**src/hw/rtl/mpst_pkg.sv**
```systemverilog
// Shared types, codes and defaults for the mailbox pool with soft timers.
`timescale 1ns / 1ps
package mpst_pkg;

  localparam int TASKS_DEF  = 8;
  localparam int SLOTS_DEF  = 16;
  localparam int TIMERS_DEF = 8;

  localparam logic [1:0] KIND_SEND  = 2'd0;
  localparam logic [1:0] KIND_RECV  = 2'd1;
  localparam logic [1:0] KIND_TICK  = 2'd2;
  localparam logic [1:0] KIND_START = 2'd3;

  localparam logic [2:0] ST_OK      = 3'd0;
  localparam logic [2:0] ST_NO_TASK = 3'd1;
  localparam logic [2:0] ST_BAD_ID  = 3'd2;
  localparam logic [2:0] ST_FULL    = 3'd3;
  localparam logic [2:0] ST_EMPTY   = 3'd4;

  typedef struct packed {
    logic [1:0]  kind;
    logic [2:0]  task_req;
    logic [7:0]  message_id;
    logic [31:0] message_param;
    logic [31:0] period;
  } in_word_t;

  typedef struct packed {
    logic [2:0]  status;
    logic [7:0]  got_id;
    logic [31:0] got_param;
    logic [3:0]  fired;
    logic [3:0]  dropped;
  } out_word_t;

  typedef struct packed {
    logic       load_item;
    logic       res_clr;
    logic       set_status;
    logic [2:0] status_code;
    logic       idx_clr;
    logic       idx_inc;
    logic       tidx_clr;
    logic       tidx_inc;
    logic       tick_inc;
    logic       link_wr;
    logic       slot_alloc;
    logic       rx_pop;
    logic       tmr_wr;
    logic       tmr_fire;
    logic       drop_inc;
    logic       out_load;
  } ctl_cmd_t;

  typedef struct packed {
    logic [1:0] kind;
    logic       task_ok;
    logic       id_zero;
    logic       mbox_empty;
    logic       slot_busy;
    logic       slot_last;
    logic       tmr_active;
    logic       tmr_last;
    logic       tmr_due;
    logic       out_busy;
  } dp_sts_t;

endpackage

```
**src/hw/rtl/mpst_dp.sv**
```systemverilog
// Datapath: slot pool, mailbox lists, timer table, tick counter and result word.
`timescale 1ns / 1ps
module mpst_dp #(
  parameter int TASKS  = mpst_pkg::TASKS_DEF,
  parameter int SLOTS  = mpst_pkg::SLOTS_DEF,
  parameter int TIMERS = mpst_pkg::TIMERS_DEF
) (
  input  logic                clk,
  input  logic                rst_n,
  input  mpst_pkg::in_word_t  in_data,
  input  mpst_pkg::ctl_cmd_t  cmd,
  input  logic                cfg_we,
  input  logic [3:0]          cfg_wdata,
  output logic [3:0]          tasks_in_use,
  output mpst_pkg::dp_sts_t   sts,
  output logic                out_valid,
  input  logic                out_ready,
  output mpst_pkg::out_word_t out_data
);

  localparam int TW = (TASKS > 1) ? $clog2(TASKS) : 1;
  localparam int SW = (SLOTS > 1) ? $clog2(SLOTS) : 1;
  localparam int XW = (TIMERS > 1) ? $clog2(TIMERS) : 1;

  mpst_pkg::in_word_t  item_r;
  mpst_pkg::out_word_t res_r, out_r;
  logic                out_valid_r;
  logic [3:0]          tasks_r;
  logic [31:0]         tick_r;
  logic [SW-1:0]       idx_r;
  logic [XW-1:0]       tix_r;
  logic [SLOTS-1:0]    busy_r;
  logic [TIMERS-1:0]   active_r;
  logic [TASKS-1:0]    nonempty_r;
  logic [SW-1:0]       head_r [TASKS];
  logic [SW-1:0]       tail_r [TASKS];

  logic [7:0]  slot_id_mem    [SLOTS];
  logic [31:0] slot_param_mem [SLOTS];
  logic [SW:0] slot_link_mem  [SLOTS];
  logic [7:0]  sid_rd_r;
  logic [31:0] spar_rd_r;
  logic [SW:0] slink_rd_r;

  logic [7:0]  tmr_id_mem  [TIMERS];
  logic [2:0]  tmr_own_mem [TIMERS];
  logic [31:0] tmr_per_mem [TIMERS];
  logic [31:0] tmr_dl_mem  [TIMERS];
  logic [7:0]  tid_rd_r;
  logic [2:0]  town_rd_r;
  logic [31:0] tper_rd_r;
  logic [31:0] tdl_rd_r;

  logic          sel_timer;
  logic [2:0]    cur_task;
  logic [7:0]    cur_id;
  logic [31:0]   cur_param;
  logic [TW-1:0] tsel;
  logic [SW-1:0] head_a, tail_a;
  logic [31:0]   dl_gap;

  assign sel_timer = (item_r.kind == mpst_pkg::KIND_TICK);
  assign cur_task  = sel_timer ? town_rd_r : item_r.task_req;
  assign cur_id    = sel_timer ? tid_rd_r : item_r.message_id;
  assign cur_param = sel_timer ? 32'd0 : item_r.message_param;
  assign tsel      = TW'(cur_task);
  assign head_a    = head_r[tsel];
  assign tail_a    = tail_r[tsel];
  assign dl_gap    = tdl_rd_r - tick_r;

  assign sts.kind       = item_r.kind;
  assign sts.task_ok    = ({1'b0, cur_task} < tasks_r) && ({4'b0, cur_task} < 7'(TASKS));
  assign sts.id_zero    = (item_r.message_id == 8'd0);
  assign sts.mbox_empty = !nonempty_r[tsel];
  assign sts.slot_busy  = busy_r[idx_r];
  assign sts.slot_last  = (idx_r == SW'(SLOTS - 1));
  assign sts.tmr_active = active_r[tix_r];
  assign sts.tmr_last   = (tix_r == XW'(TIMERS - 1));
  assign sts.tmr_due    = (dl_gap == 32'd0) || dl_gap[31];
  assign sts.out_busy   = out_valid_r && !out_ready;

  assign tasks_in_use = tasks_r;
  assign out_valid    = out_valid_r;
  assign out_data     = out_r;

  // control state
  always_ff @(posedge clk) begin
    if (!rst_n) begin
      tasks_r     <= 4'd0;
      tick_r      <= 32'd0;
      idx_r       <= '0;
      tix_r       <= '0;
      busy_r      <= '0;
      active_r    <= '0;
      nonempty_r  <= '0;
      out_valid_r <= 1'b0;
    end else begin
      if (cfg_we) begin
        tasks_r <= cfg_wdata;
      end
      if (cmd.tick_inc) begin
        tick_r <= tick_r + 32'd1;
      end
      if (cmd.idx_clr) begin
        idx_r <= '0;
      end else if (cmd.idx_inc) begin
        idx_r <= idx_r + SW'(1);
      end
      if (cmd.tidx_clr) begin
        tix_r <= '0;
      end else if (cmd.tidx_inc) begin
        tix_r <= tix_r + XW'(1);
      end
      if (cmd.slot_alloc) begin
        busy_r[idx_r]    <= 1'b1;
        nonempty_r[tsel] <= 1'b1;
      end
      if (cmd.rx_pop) begin
        busy_r[head_a] <= 1'b0;
        if (slink_rd_r[SW]) begin
          nonempty_r[tsel] <= 1'b0;
        end
      end
      if (cmd.tmr_wr) begin
        active_r[tix_r] <= 1'b1;
      end
      if (cmd.out_load) begin
        out_valid_r <= 1'b1;
      end else if (out_ready) begin
        out_valid_r <= 1'b0;
      end
    end
  end

  // payload registers
  always_ff @(posedge clk) begin
    if (cmd.load_item) begin
      item_r <= in_data;
    end
    if (cmd.slot_alloc) begin
      tail_r[tsel] <= idx_r;
      if (!nonempty_r[tsel]) begin
        head_r[tsel] <= idx_r;
      end
    end
    if (cmd.rx_pop && !slink_rd_r[SW]) begin
      head_r[tsel] <= slink_rd_r[SW-1:0];
    end
    if (cmd.res_clr) begin
      res_r <= '0;
    end else begin
      if (cmd.set_status) begin
        res_r.status <= cmd.status_code;
      end
      if (cmd.rx_pop) begin
        res_r.got_id    <= sid_rd_r;
        res_r.got_param <= spar_rd_r;
      end
      if (cmd.tmr_fire) begin
        res_r.fired <= res_r.fired + 4'd1;
      end
      if (cmd.drop_inc) begin
        res_r.dropped <= res_r.dropped + 4'd1;
      end
    end
    if (cmd.out_load) begin
      out_r <= res_r;
    end
  end

  // slot pool memory
  always_ff @(posedge clk) begin
    if (cmd.slot_alloc) begin
      slot_id_mem[idx_r]    <= cur_id;
      slot_param_mem[idx_r] <= cur_param;
    end
    if (cmd.link_wr) begin
      slot_link_mem[tail_a] <= {1'b0, idx_r};
    end else if (cmd.slot_alloc) begin
      slot_link_mem[idx_r] <= {1'b1, SW'(0)};
    end
    sid_rd_r   <= slot_id_mem[head_a];
    spar_rd_r  <= slot_param_mem[head_a];
    slink_rd_r <= slot_link_mem[head_a];
  end

  // timer table memory
  always_ff @(posedge clk) begin
    if (cmd.tmr_wr) begin
      tmr_id_mem[tix_r]  <= item_r.message_id;
      tmr_own_mem[tix_r] <= item_r.task_req;
      tmr_per_mem[tix_r] <= item_r.period;
      tmr_dl_mem[tix_r]  <= tick_r + item_r.period;
    end else if (cmd.tmr_fire) begin
      tmr_dl_mem[tix_r] <= tdl_rd_r + tper_rd_r;
    end
    tid_rd_r  <= tmr_id_mem[tix_r];
    town_rd_r <= tmr_own_mem[tix_r];
    tper_rd_r <= tmr_per_mem[tix_r];
    tdl_rd_r  <= tmr_dl_mem[tix_r];
  end

endmodule

```
**src/hw/rtl/mpst_ctrl.sv**
```systemverilog
// Controller: sequences send, receive, tick scan and timer start over the datapath.
`timescale 1ns / 1ps
module mpst_ctrl (
  input  logic               clk,
  input  logic               rst_n,
  input  logic               in_valid,
  output logic               in_ready,
  input  mpst_pkg::dp_sts_t  sts,
  output mpst_pkg::ctl_cmd_t cmd
);

  typedef enum logic [3:0] {
    S_IDLE, S_DEC, S_SCAN, S_LINK, S_ALLOC, S_RXPOP,
    S_TFREE, S_TCHK, S_TEVAL, S_TNEXT, S_FIN
  } state_t;

  state_t state_r, state_nxt;

  assign in_ready = (state_r == S_IDLE);

  always_comb begin
    cmd       = '0;
    state_nxt = state_r;
    unique case (state_r)
      S_IDLE: begin
        if (in_valid) begin
          cmd.load_item = 1'b1;
          cmd.res_clr   = 1'b1;
          state_nxt     = S_DEC;
        end
      end
      S_DEC: begin
        cmd.idx_clr  = 1'b1;
        cmd.tidx_clr = 1'b1;
        unique case (sts.kind)
          mpst_pkg::KIND_SEND: begin
            if (!sts.task_ok) begin
              cmd.set_status  = 1'b1;
              cmd.status_code = mpst_pkg::ST_NO_TASK;
              state_nxt       = S_FIN;
            end else if (sts.id_zero) begin
              cmd.set_status  = 1'b1;
              cmd.status_code = mpst_pkg::ST_BAD_ID;
              state_nxt       = S_FIN;
            end else begin
              state_nxt = S_SCAN;
            end
          end
          mpst_pkg::KIND_RECV: begin
            if (!sts.task_ok) begin
              cmd.set_status  = 1'b1;
              cmd.status_code = mpst_pkg::ST_NO_TASK;
              state_nxt       = S_FIN;
            end else if (sts.mbox_empty) begin
              cmd.set_status  = 1'b1;
              cmd.status_code = mpst_pkg::ST_EMPTY;
              state_nxt       = S_FIN;
            end else begin
              state_nxt = S_RXPOP;
            end
          end
          mpst_pkg::KIND_TICK: begin
            cmd.tick_inc = 1'b1;
            state_nxt    = S_TCHK;
          end
          default: begin
            if (sts.id_zero) begin
              cmd.set_status  = 1'b1;
              cmd.status_code = mpst_pkg::ST_BAD_ID;
              state_nxt       = S_FIN;
            end else begin
              state_nxt = S_TFREE;
            end
          end
        endcase
      end
      S_SCAN: begin
        if (!sts.slot_busy) begin
          state_nxt = sts.mbox_empty ? S_ALLOC : S_LINK;
        end else if (sts.slot_last) begin
          if (sts.kind == mpst_pkg::KIND_TICK) begin
            cmd.drop_inc = 1'b1;
            state_nxt    = S_TNEXT;
          end else begin
            cmd.set_status  = 1'b1;
            cmd.status_code = mpst_pkg::ST_FULL;
            state_nxt       = S_FIN;
          end
        end else begin
          cmd.idx_inc = 1'b1;
        end
      end
      S_LINK: begin
        cmd.link_wr = 1'b1;
        state_nxt   = S_ALLOC;
      end
      S_ALLOC: begin
        cmd.slot_alloc = 1'b1;
        state_nxt      = (sts.kind == mpst_pkg::KIND_TICK) ? S_TNEXT : S_FIN;
      end
      S_RXPOP: begin
        cmd.rx_pop = 1'b1;
        state_nxt  = S_FIN;
      end
      S_TFREE: begin
        if (!sts.tmr_active) begin
          cmd.tmr_wr = 1'b1;
          state_nxt  = S_FIN;
        end else if (sts.tmr_last) begin
          cmd.set_status  = 1'b1;
          cmd.status_code = mpst_pkg::ST_FULL;
          state_nxt       = S_FIN;
        end else begin
          cmd.tidx_inc = 1'b1;
        end
      end
      S_TCHK: begin
        state_nxt = sts.tmr_active ? S_TEVAL : S_TNEXT;
      end
      S_TEVAL: begin
        if (sts.tmr_due) begin
          cmd.tmr_fire = 1'b1;
          if (sts.task_ok) begin
            cmd.idx_clr = 1'b1;
            state_nxt   = S_SCAN;
          end else begin
            state_nxt = S_TNEXT;
          end
        end else begin
          state_nxt = S_TNEXT;
        end
      end
      S_TNEXT: begin
        if (sts.tmr_last) begin
          state_nxt = S_FIN;
        end else begin
          cmd.tidx_inc = 1'b1;
          state_nxt    = S_TCHK;
        end
      end
      S_FIN: begin
        if (!sts.out_busy) begin
          cmd.out_load = 1'b1;
          state_nxt    = S_IDLE;
        end
      end
      default: state_nxt = S_IDLE;
    endcase
  end

  always_ff @(posedge clk) begin
    if (!rst_n) begin
      state_r <= S_IDLE;
    end else begin
      state_r <= state_nxt;
    end
  end

endmodule

```
**src/hw/rtl/mailbox_pool_with_soft_timers.sv**
```systemverilog
// Top level: message pool with per-task mailboxes and periodic soft timers.
//
//   channel | ports                       | word
//   --------+-----------------------------+-----------------------------
//   input   | in_valid / in_ready         | in_data  (in_word_t)
//   result  | out_valid / out_ready       | out_data (out_word_t)
//   config  | cfg_psel .. cfg_pready      | tasks_in_use at byte addr 0
//
// One word at a time. Send: linear free-slot scan.
// Start timer: free-timer scan. Tick: one timer checked at a time.
// Synchronous reset empties the pool, mailboxes and timers; tick count is 0.
// A finished word waits in the output register; a new word is taken meanwhile.
`timescale 1ns / 1ps
module mailbox_pool_with_soft_timers #(
  parameter int TASKS  = mpst_pkg::TASKS_DEF,
  parameter int SLOTS  = mpst_pkg::SLOTS_DEF,
  parameter int TIMERS = mpst_pkg::TIMERS_DEF
) (
  input  logic                clk,
  input  logic                rst_n,
  input  logic                in_valid,
  output logic                in_ready,
  input  mpst_pkg::in_word_t  in_data,
  output logic                out_valid,
  input  logic                out_ready,
  output mpst_pkg::out_word_t out_data,
  input  logic                cfg_psel,
  input  logic                cfg_penable,
  input  logic                cfg_pwrite,
  input  logic [2:0]          cfg_paddr,
  input  logic [31:0]         cfg_pwdata,
  output logic [31:0]         cfg_prdata,
  output logic                cfg_pready
);

  mpst_pkg::ctl_cmd_t cmd;
  mpst_pkg::dp_sts_t  sts;
  logic               cfg_we;
  logic [3:0]         tasks_in_use;

  assign cfg_pready = 1'b1;
  assign cfg_we     = cfg_psel && cfg_penable && cfg_pwrite && !cfg_paddr[2];
  assign cfg_prdata = cfg_paddr[2] ? 32'd0 : {28'd0, tasks_in_use};

  mpst_ctrl u_ctrl (
    .clk      (clk),
    .rst_n    (rst_n),
    .in_valid (in_valid),
    .in_ready (in_ready),
    .sts      (sts),
    .cmd      (cmd)
  );

  mpst_dp #(
    .TASKS  (TASKS),
    .SLOTS  (SLOTS),
    .TIMERS (TIMERS)
  ) u_dp (
    .clk          (clk),
    .rst_n        (rst_n),
    .in_data      (in_data),
    .cmd          (cmd),
    .cfg_we       (cfg_we),
    .cfg_wdata    (cfg_pwdata[3:0]),
    .tasks_in_use (tasks_in_use),
    .sts          (sts),
    .out_valid    (out_valid),
    .out_ready    (out_ready),
    .out_data     (out_data)
  );

endmodule
```
**config.mk**
```make
export PLATFORM = sky130hd
export DESIGN_NAME = mailbox_pool_with_soft_timers
export DESIGN_NICKNAME = d
export VERILOG_FILES = /design/src/hw/rtl/mpst_pkg.sv /design/src/hw/rtl/mpst_dp.sv /design/src/hw/rtl/mpst_ctrl.sv /design/src/hw/rtl/mailbox_pool_with_soft_timers.sv
export SDC_FILE = /design/constraint.sdc
export NUM_CORES = 2
export LEC_CHECK = 0
export BUFFER_PORTS_ARGS = -buffer_cell sky130_fd_sc_hd__buf_4
export CORE_MARGIN = 2
export CORE_UTILIZATION = 38
export DETAILED_ROUTE_END_ITERATION = 16
export SYNTH_ARGS = -nofsm -noshare
export SYNTH_HDL_FRONTEND = slang
export SYNTH_SLANG_ARGS = --single-unit
```
**constraint.sdc**
```tcl
create_clock -name clk -period 7.76 [get_ports clk]
set_clock_uncertainty 0.15 [all_clocks]
set_input_delay 1.164 -clock clk [delete_from_list [all_inputs] [get_ports clk]]
set_output_delay 1.164 -clock clk [all_outputs]
set_load 0.01 [all_outputs]
```
**Word-level counts from Yosys, hierarchy flattened**

Memory sizes are Yosys's and may differ from the RTL's. A register that Yosys moved wholly into a read port is not among the register bits.
Index checks and enable logic that the tools add are counted.

- Register bits after elaboration: 259
- Bits of input ports: 119
- RAM bits: 1,384
- Memories kept: 9
- Word-level logic and storage cells: 204
- Output and inout port bits: 86

- Muxes and demuxes: 104
- Equality and inequality tests: 18
- Add/sub/neg operators: 8
- Magnitude comparators: 9
- Reductions and logical operators: 22
- Bitwise gates (word level): 10

Memory list:

| memory | words | bits a word | read ports | clocked after Yosys merged registers in | write ports | line | source |
|---|---|---|---|---|---|---|---|
| u_dp.slot_param_mem | 16 | 32 | 1 | 1 | 1 | mpst_dp.sv:39 | `logic [31:0] slot_param_mem [SLOTS];` |
| u_dp.tmr_dl_mem | 8 | 32 | 1 | 1 | 1 | mpst_dp.sv:48 | `logic [31:0] tmr_dl_mem [TIMERS];` |
| u_dp.tmr_per_mem | 8 | 32 | 1 | 1 | 1 | mpst_dp.sv:47 | `logic [31:0] tmr_per_mem [TIMERS];` |
| u_dp.slot_id_mem | 16 | 8 | 1 | 1 | 1 | mpst_dp.sv:38 | `logic [7:0] slot_id_mem [SLOTS];` |
| u_dp.slot_link_mem | 16 | 5 | 1 | 1 | 1 | mpst_dp.sv:40 | `logic [SW:0] slot_link_mem [SLOTS];` |
| u_dp.tmr_id_mem | 8 | 8 | 1 | 1 | 1 | mpst_dp.sv:45 | `logic [7:0] tmr_id_mem [TIMERS];` |
| 3 more memories | - | - | - | - | - | - |  |

Operator list:

| kind | count |
|---|---|
| 2-to-1 mux 4 bit | 26 |
| adder 32 bit | 2 |
| 2-to-1 mux 32 bit | 2 |
| 2-to-1 mux 1 bit | 49 |
| 2-to-1 mux 16 bit | 3 |
| one-hot mux 4 bit (11 select lines) | 1 |
| 2-to-1 mux 8 bit | 5 |
| one-hot mux 4 bit (3 select lines) | 3 |
| adder 32 x 1 -> 32 bit (second input constant) | 1 |
| zero test 32 bit | 1 |
| subtractor 32 bit | 1 |
| bitwise AND 16 bit | 1 |
| equality test 4 x 3 -> 1 bit (second input constant) | 4 |
| equality test 4 bit (second input constant) | 4 |
| inverter 16 bit | 1 |
| OR 16 bit | 1 |
| OR 8 bit | 2 |
| adder 4 x 1 -> 4 bit (second input constant) | 3 |
| less-than comparator 4 x 5 -> 1 bit (second input constant) | 2 |
| logical AND 1 bit | 9 |
| bitwise AND 8 bit | 1 |
| demux 1 bit (select 4 bit) | 2 |
| equality test 4 x 2 -> 1 bit (second input constant) | 2 |
| >= comparator 4 x 1 -> 1 bit (second input constant) | 2 |
| other kinds (29) | 43 |

**Logic depth before layout (Yosys ltp)**

- Depth in word-level cells: 12
- Mapped depth: 16
- Gate-level depth less buffers: 14

**Cells and area by module**

Synthesis repeated with hierarchy kept, for this count alone.

- Cells, all modules: 4,605
- Area total of the unflattened synthesis: 71,315.9 um^2

Modules (own cells, without submodules):

| module | cells an instance | area an instance (um^2) | times used |
|---|---|---|---|
| mpst_dp | 4,462 | 70,297.4 | 1 |
| mpst_ctrl | 107 | 748.2 | 1 |
| mailbox_pool_with_soft_timers | 36 | 270.3 | 1 |

**Worst setup path after synthesis**

OpenSTA, ideal clock, no wires.

- Path type: register -> register
- Start point: register u_dp.tdl_rd_r[0] (read register of u_dp.tmr_dl_mem)
- End point: memory u_dp.tmr_dl_mem[1][0], enable pin
- Cell stages (with the launch flop): 17
- Arrival: 5.457 ns
- Data required time: 7.140 ns
- Library setup time: 0.470 ns
- Slack: 1.683 ns
- Period minus slack after synthesis: 6.077 ns
- Cells stage by stage: dfxtp_1 inv_1 ha_1 fa_1 nor2b_1 o31a_1 o221ai_2 a21oi_1 o21ai_2 xnor2_1 a2111oi_0 nand4_1 o21a_1 a21o_1 buf_2 clkbuf_1 a21boi_0

- Word-level cells in the longest chain between the ends: 9

Ends and longest elaborated chain:

| what | line | source |
|---|---|---|
| from (decl) | mpst_dp.sv:52 | `logic [31:0] tdl_rd_r;` |
| subtractor 32 bit * | mpst_dp.sv:69 | `assign dl_gap = tdl_rd_r - tick_r;` |
| zero test 32 bit | mpst_dp.sv:79 | `assign sts.tmr_due = (dl_gap == 32'd0) \|\| dl_gap[31];` |
| logical OR 1 bit * | mpst_dp.sv:79 |  |
| 2-to-1 mux 1 bit * | mpst_ctrl.sv:121 | `if (sts.tmr_due) begin` |
| 2-to-1 mux 1 bit * | mpst_ctrl.sv:24 | `unique case (state_r)` |
| 2-to-1 mux 1 bit * | mpst_dp.sv:194 | `end else if (cmd.tmr_fire) begin` |
| 2-to-1 mux 1 bit * | mpst_dp.sv:189 | `if (cmd.tmr_wr) begin` |
| 2-to-1 mux 1 bit (not written as such) * | mpst_dp.sv:195 | `tmr_dl_mem[tix_r] <= tdl_rd_r + tper_rd_r;` |
| OR 1 bit (no source line) * | - |  |
| to (decl) | mpst_dp.sv:48 |  |

Every way passes the cells marked *; elsewhere a longest branch is shown, timed or not.

**Worst setup path after layout**

- Start point: register u_dp.tdl_rd_r[0] (read register of u_dp.tmr_dl_mem)
- End point: memory u_dp.tmr_dl_mem[4][12], enable pin

The elaborated chain is that of the path after synthesis.

==> results.yml <==
run_status:
  status: "finished clean"
route:
  met1_length_mm: 76.4
  first_iter_violations: 3845
  wire_per_inst_um: 22.5
  via_count: 42000
  met2_length_mm: 84.6
  vias_per_cell: 5.43
  ant_nets: 0
  wirelength_mm: 174
  dr_wl_met3_mm: 10.0
  first_pass_iters: 7
  highest_layer: "met4"
  drc_errors: 0
clock_tree:
  post_cts_resized: 0
  cts_tree: "yes"
  cts_setup_buffers: 0
  clk_pin_slew_worst_paths_ns: 0.06
  cts.sink_count: 1763
  cts-buffers-inserted: 181
  clock_latency_ns: 0.84
  cts_root_buf: "clkbuf_16"
  htreeDepth: 4
  cts_buffer_depth: 3
  cts_hold_buffers: 0
setup_path:
  path_class: "flip-flop to flip-flop"
  crit_fanout: 43
  r2r-end: "u_dp.tmr_dl_mem[4][12]"
  worstPathArrival_ns: 5.98
  startpoint: "u_dp.tdl_rd_r[0]"
  ff2ff_path_depth: 15
  worstPathRequired_ns: 8.05
  end_kind: "flip-flop"
  endpoint: "u_dp.tmr_dl_mem[4][12]"
  startpoint_type: "flip-flop"
  r2r_start: "u_dp.tdl_rd_r[0]"
  r2r_slack_ns: 2.07
global_routing:
  grt_usage_pct: 18.0
  grt_pass1_vias: 41100
  grt_first_pass_wirelength_mm: 261
  grt_max_degree: 164
  antenna_found_initial: 2
  grt_overflow: 0
sta:
  setup_tns_ns: 0
  whs_ns: 0.257
  fmax_mhz: 176
  layout_min_cycle_time_ns: 5.69
  drv_slew: 0
  rsz0062_at_grt: "no"
  finalSetupViolations: 0
  max-slew-margin-rel_pct: 27.8
  tightest_slew_ns: 1.08
  period_share_pct: 73.4
  finalHoldViolCount: 0
pwr:
  p_leak_nw: 26.7
  powerDensity_nw_per_um2: 323
  vdd_drop_max_v: 0.000324
  finalPower_mw: 26.0
synthesis:
  yosysSeqAreaShare_pct: 71.5
  synth_edf_count: 1512
  syn_inst: 4984
  yosys_most_used_dff: "edfxtp_1"
  synthArstFlopShare_pct: 0
  netlist_area_um2: 70600
  syn_area_per_cell_um2: 14.2
  synth_cell_types: 84
  yosysWarnings: 0
  synth_seq_cells: 1763
placement:
  io_buffers: 145
  post-dp-hpwl_mm: 95.6
  place_congestion: 0.852
  dpl.cell_count: 7400
finish:
  nFillCells: 16600
  final_util_pct: 43.5
  areaGrowthSynthToFinish_pct: 14.1
  final_cell_mix: "edfxtp_1, nand2_1, a22oi_1"
  layout.nets: 5329
  final_common_cell: "edfxtp_1"
  multi_input_area_um2: 18700
  register_area_um2: 50400
  drive_gt1_share_pct: 12.4
  instances_no_fill: 7739
floorplan:
  fp.dieW_um: 435
  die_height_um: 435
  floorplan.initialDensity_pct: 38.1
  dieArea_um2: 189000
  num_rows: 158
  io_pins: 205
  core_area_um2: 185000
min_path:
  whs_path_depth: 0
  hold_start: "u_dp.res_r[38]"
  hp-class: "flip-flop to flip-flop"
job:
  drv_cap: 0
[critical path: stages, from the launching register on]
cell and delay (ns):
dfxtp_1 0.36, inv_1 0.06, ha_1 0.22, fa_1 0.41, nor2b_1 0.19, o31a_1 0.26, o221ai_2 0.15, a21oi_1 0.39
o21ai_2 0.15, xnor2_1 0.15, a2111oi_0 0.43, nand4_1 0.24, o21a_1 0.35, a21o_4 0.54, a21boi_4 0.69, buf_4 0.49
[metal layers]
metal  up-vias  global-route usage [%]
met5         -                       0
met2      1170                    29.9
met4         0                    4.54
met1     21300                    24.6
li1      19400                       -
met3       220                    2.80
[per-stage QoR]
step	area (um^2)	setup WS [ns]
after floorplan	70700	1.68
after detailed placement	74300	2.20
after CTS	80500	2.12
after global placement	74300	2.19
after global routing	80500	1.80
final	80500	2.07
[state kept, by name, indices dropped and copies added, names as in the netlist, 16 cells and up]
name	count
u_dp.head_r	32
u_dp.slot_id_mem	128
u_dp.res_r	51
u_dp.item_r	75
u_dp.tper_rd_r	32
u_dp.tail_r	32
u_dp.tick_r	32
u_dp.tmr_own_mem	24
u_dp.slot_link_mem	80
u_dp.tmr_dl_mem	256
u_dp.tmr_id_mem	64
u_dp.tdl_rd_r	32
u_dp.slot_param_mem	512
u_dp.spar_rd_r	32
u_dp.out_data	51
u_dp.tmr_per_mem	256
u_dp.busy_r	16
[kinds of logic (layout without fill, tap and decap cells)]
logic type,after synthesis,count (layout),synth area share (%)
flops,1763,1763,71.5
xor+xnor,113,113,1.40
buf+inv,389,636,2.68
other cells,2,30,0.0106
mux,65,65,1.06
fa+ha+maj,107,107,1.93
compound gates,1208,1208,12.4
simple gates,1337,1337,9.09
[area by class of cell]
class / count / share of cell area (%)
sequential: 1763 / 62.6
multi-input combinational: 2859 / 23.2
tap: 2480 / 3.85
antenna: 1 / 0.00311
timing repair buffer: 226 / 2.28
clock inverter: 91 / 1.38
inverter: 72 / 0.342
clock buffer: 247 / 6.27
[cells in the mapped netlist, drive strengths merged, types with 104 or more instances]
library cell,n,area share (%)
ha,104,1.8
nand2,604,3.2
buf,144,1.4
a21oi,249,1.8
dfxtp,251,7.1
nor2,142,0.76
clkbuf,173,0.92
and2,220,2.0
a22oi,308,3.3
a311oi,140,1.7
edfxtp,1512,64
a211oi,191,2.4
[worst min-delay path by stage]
stage / end / slack, ns
floorplan: u_dp.out_data[50] / 0.26
global placement: u_dp.out_data[38] / 0.26
detailed placement: u_dp.out_data[25] / 0.27
CTS: u_dp.out_data[38] / 0.27
global route: u_dp.out_data[38] / 0.28
finish: u_dp.out_data[38] / 0.26
[report_power, final]
group | switching (mW) | total, mW | internal, mW
sequential | 0.422 | 11.9 | 11.5
combinational | 3.68 | 5.33 | 1.65
clock | 3.71 | 8.79 | 5.08
total | 7.81 | 26.0 | 18.2
Note: power is estimated with default switching activity, not from simulation.
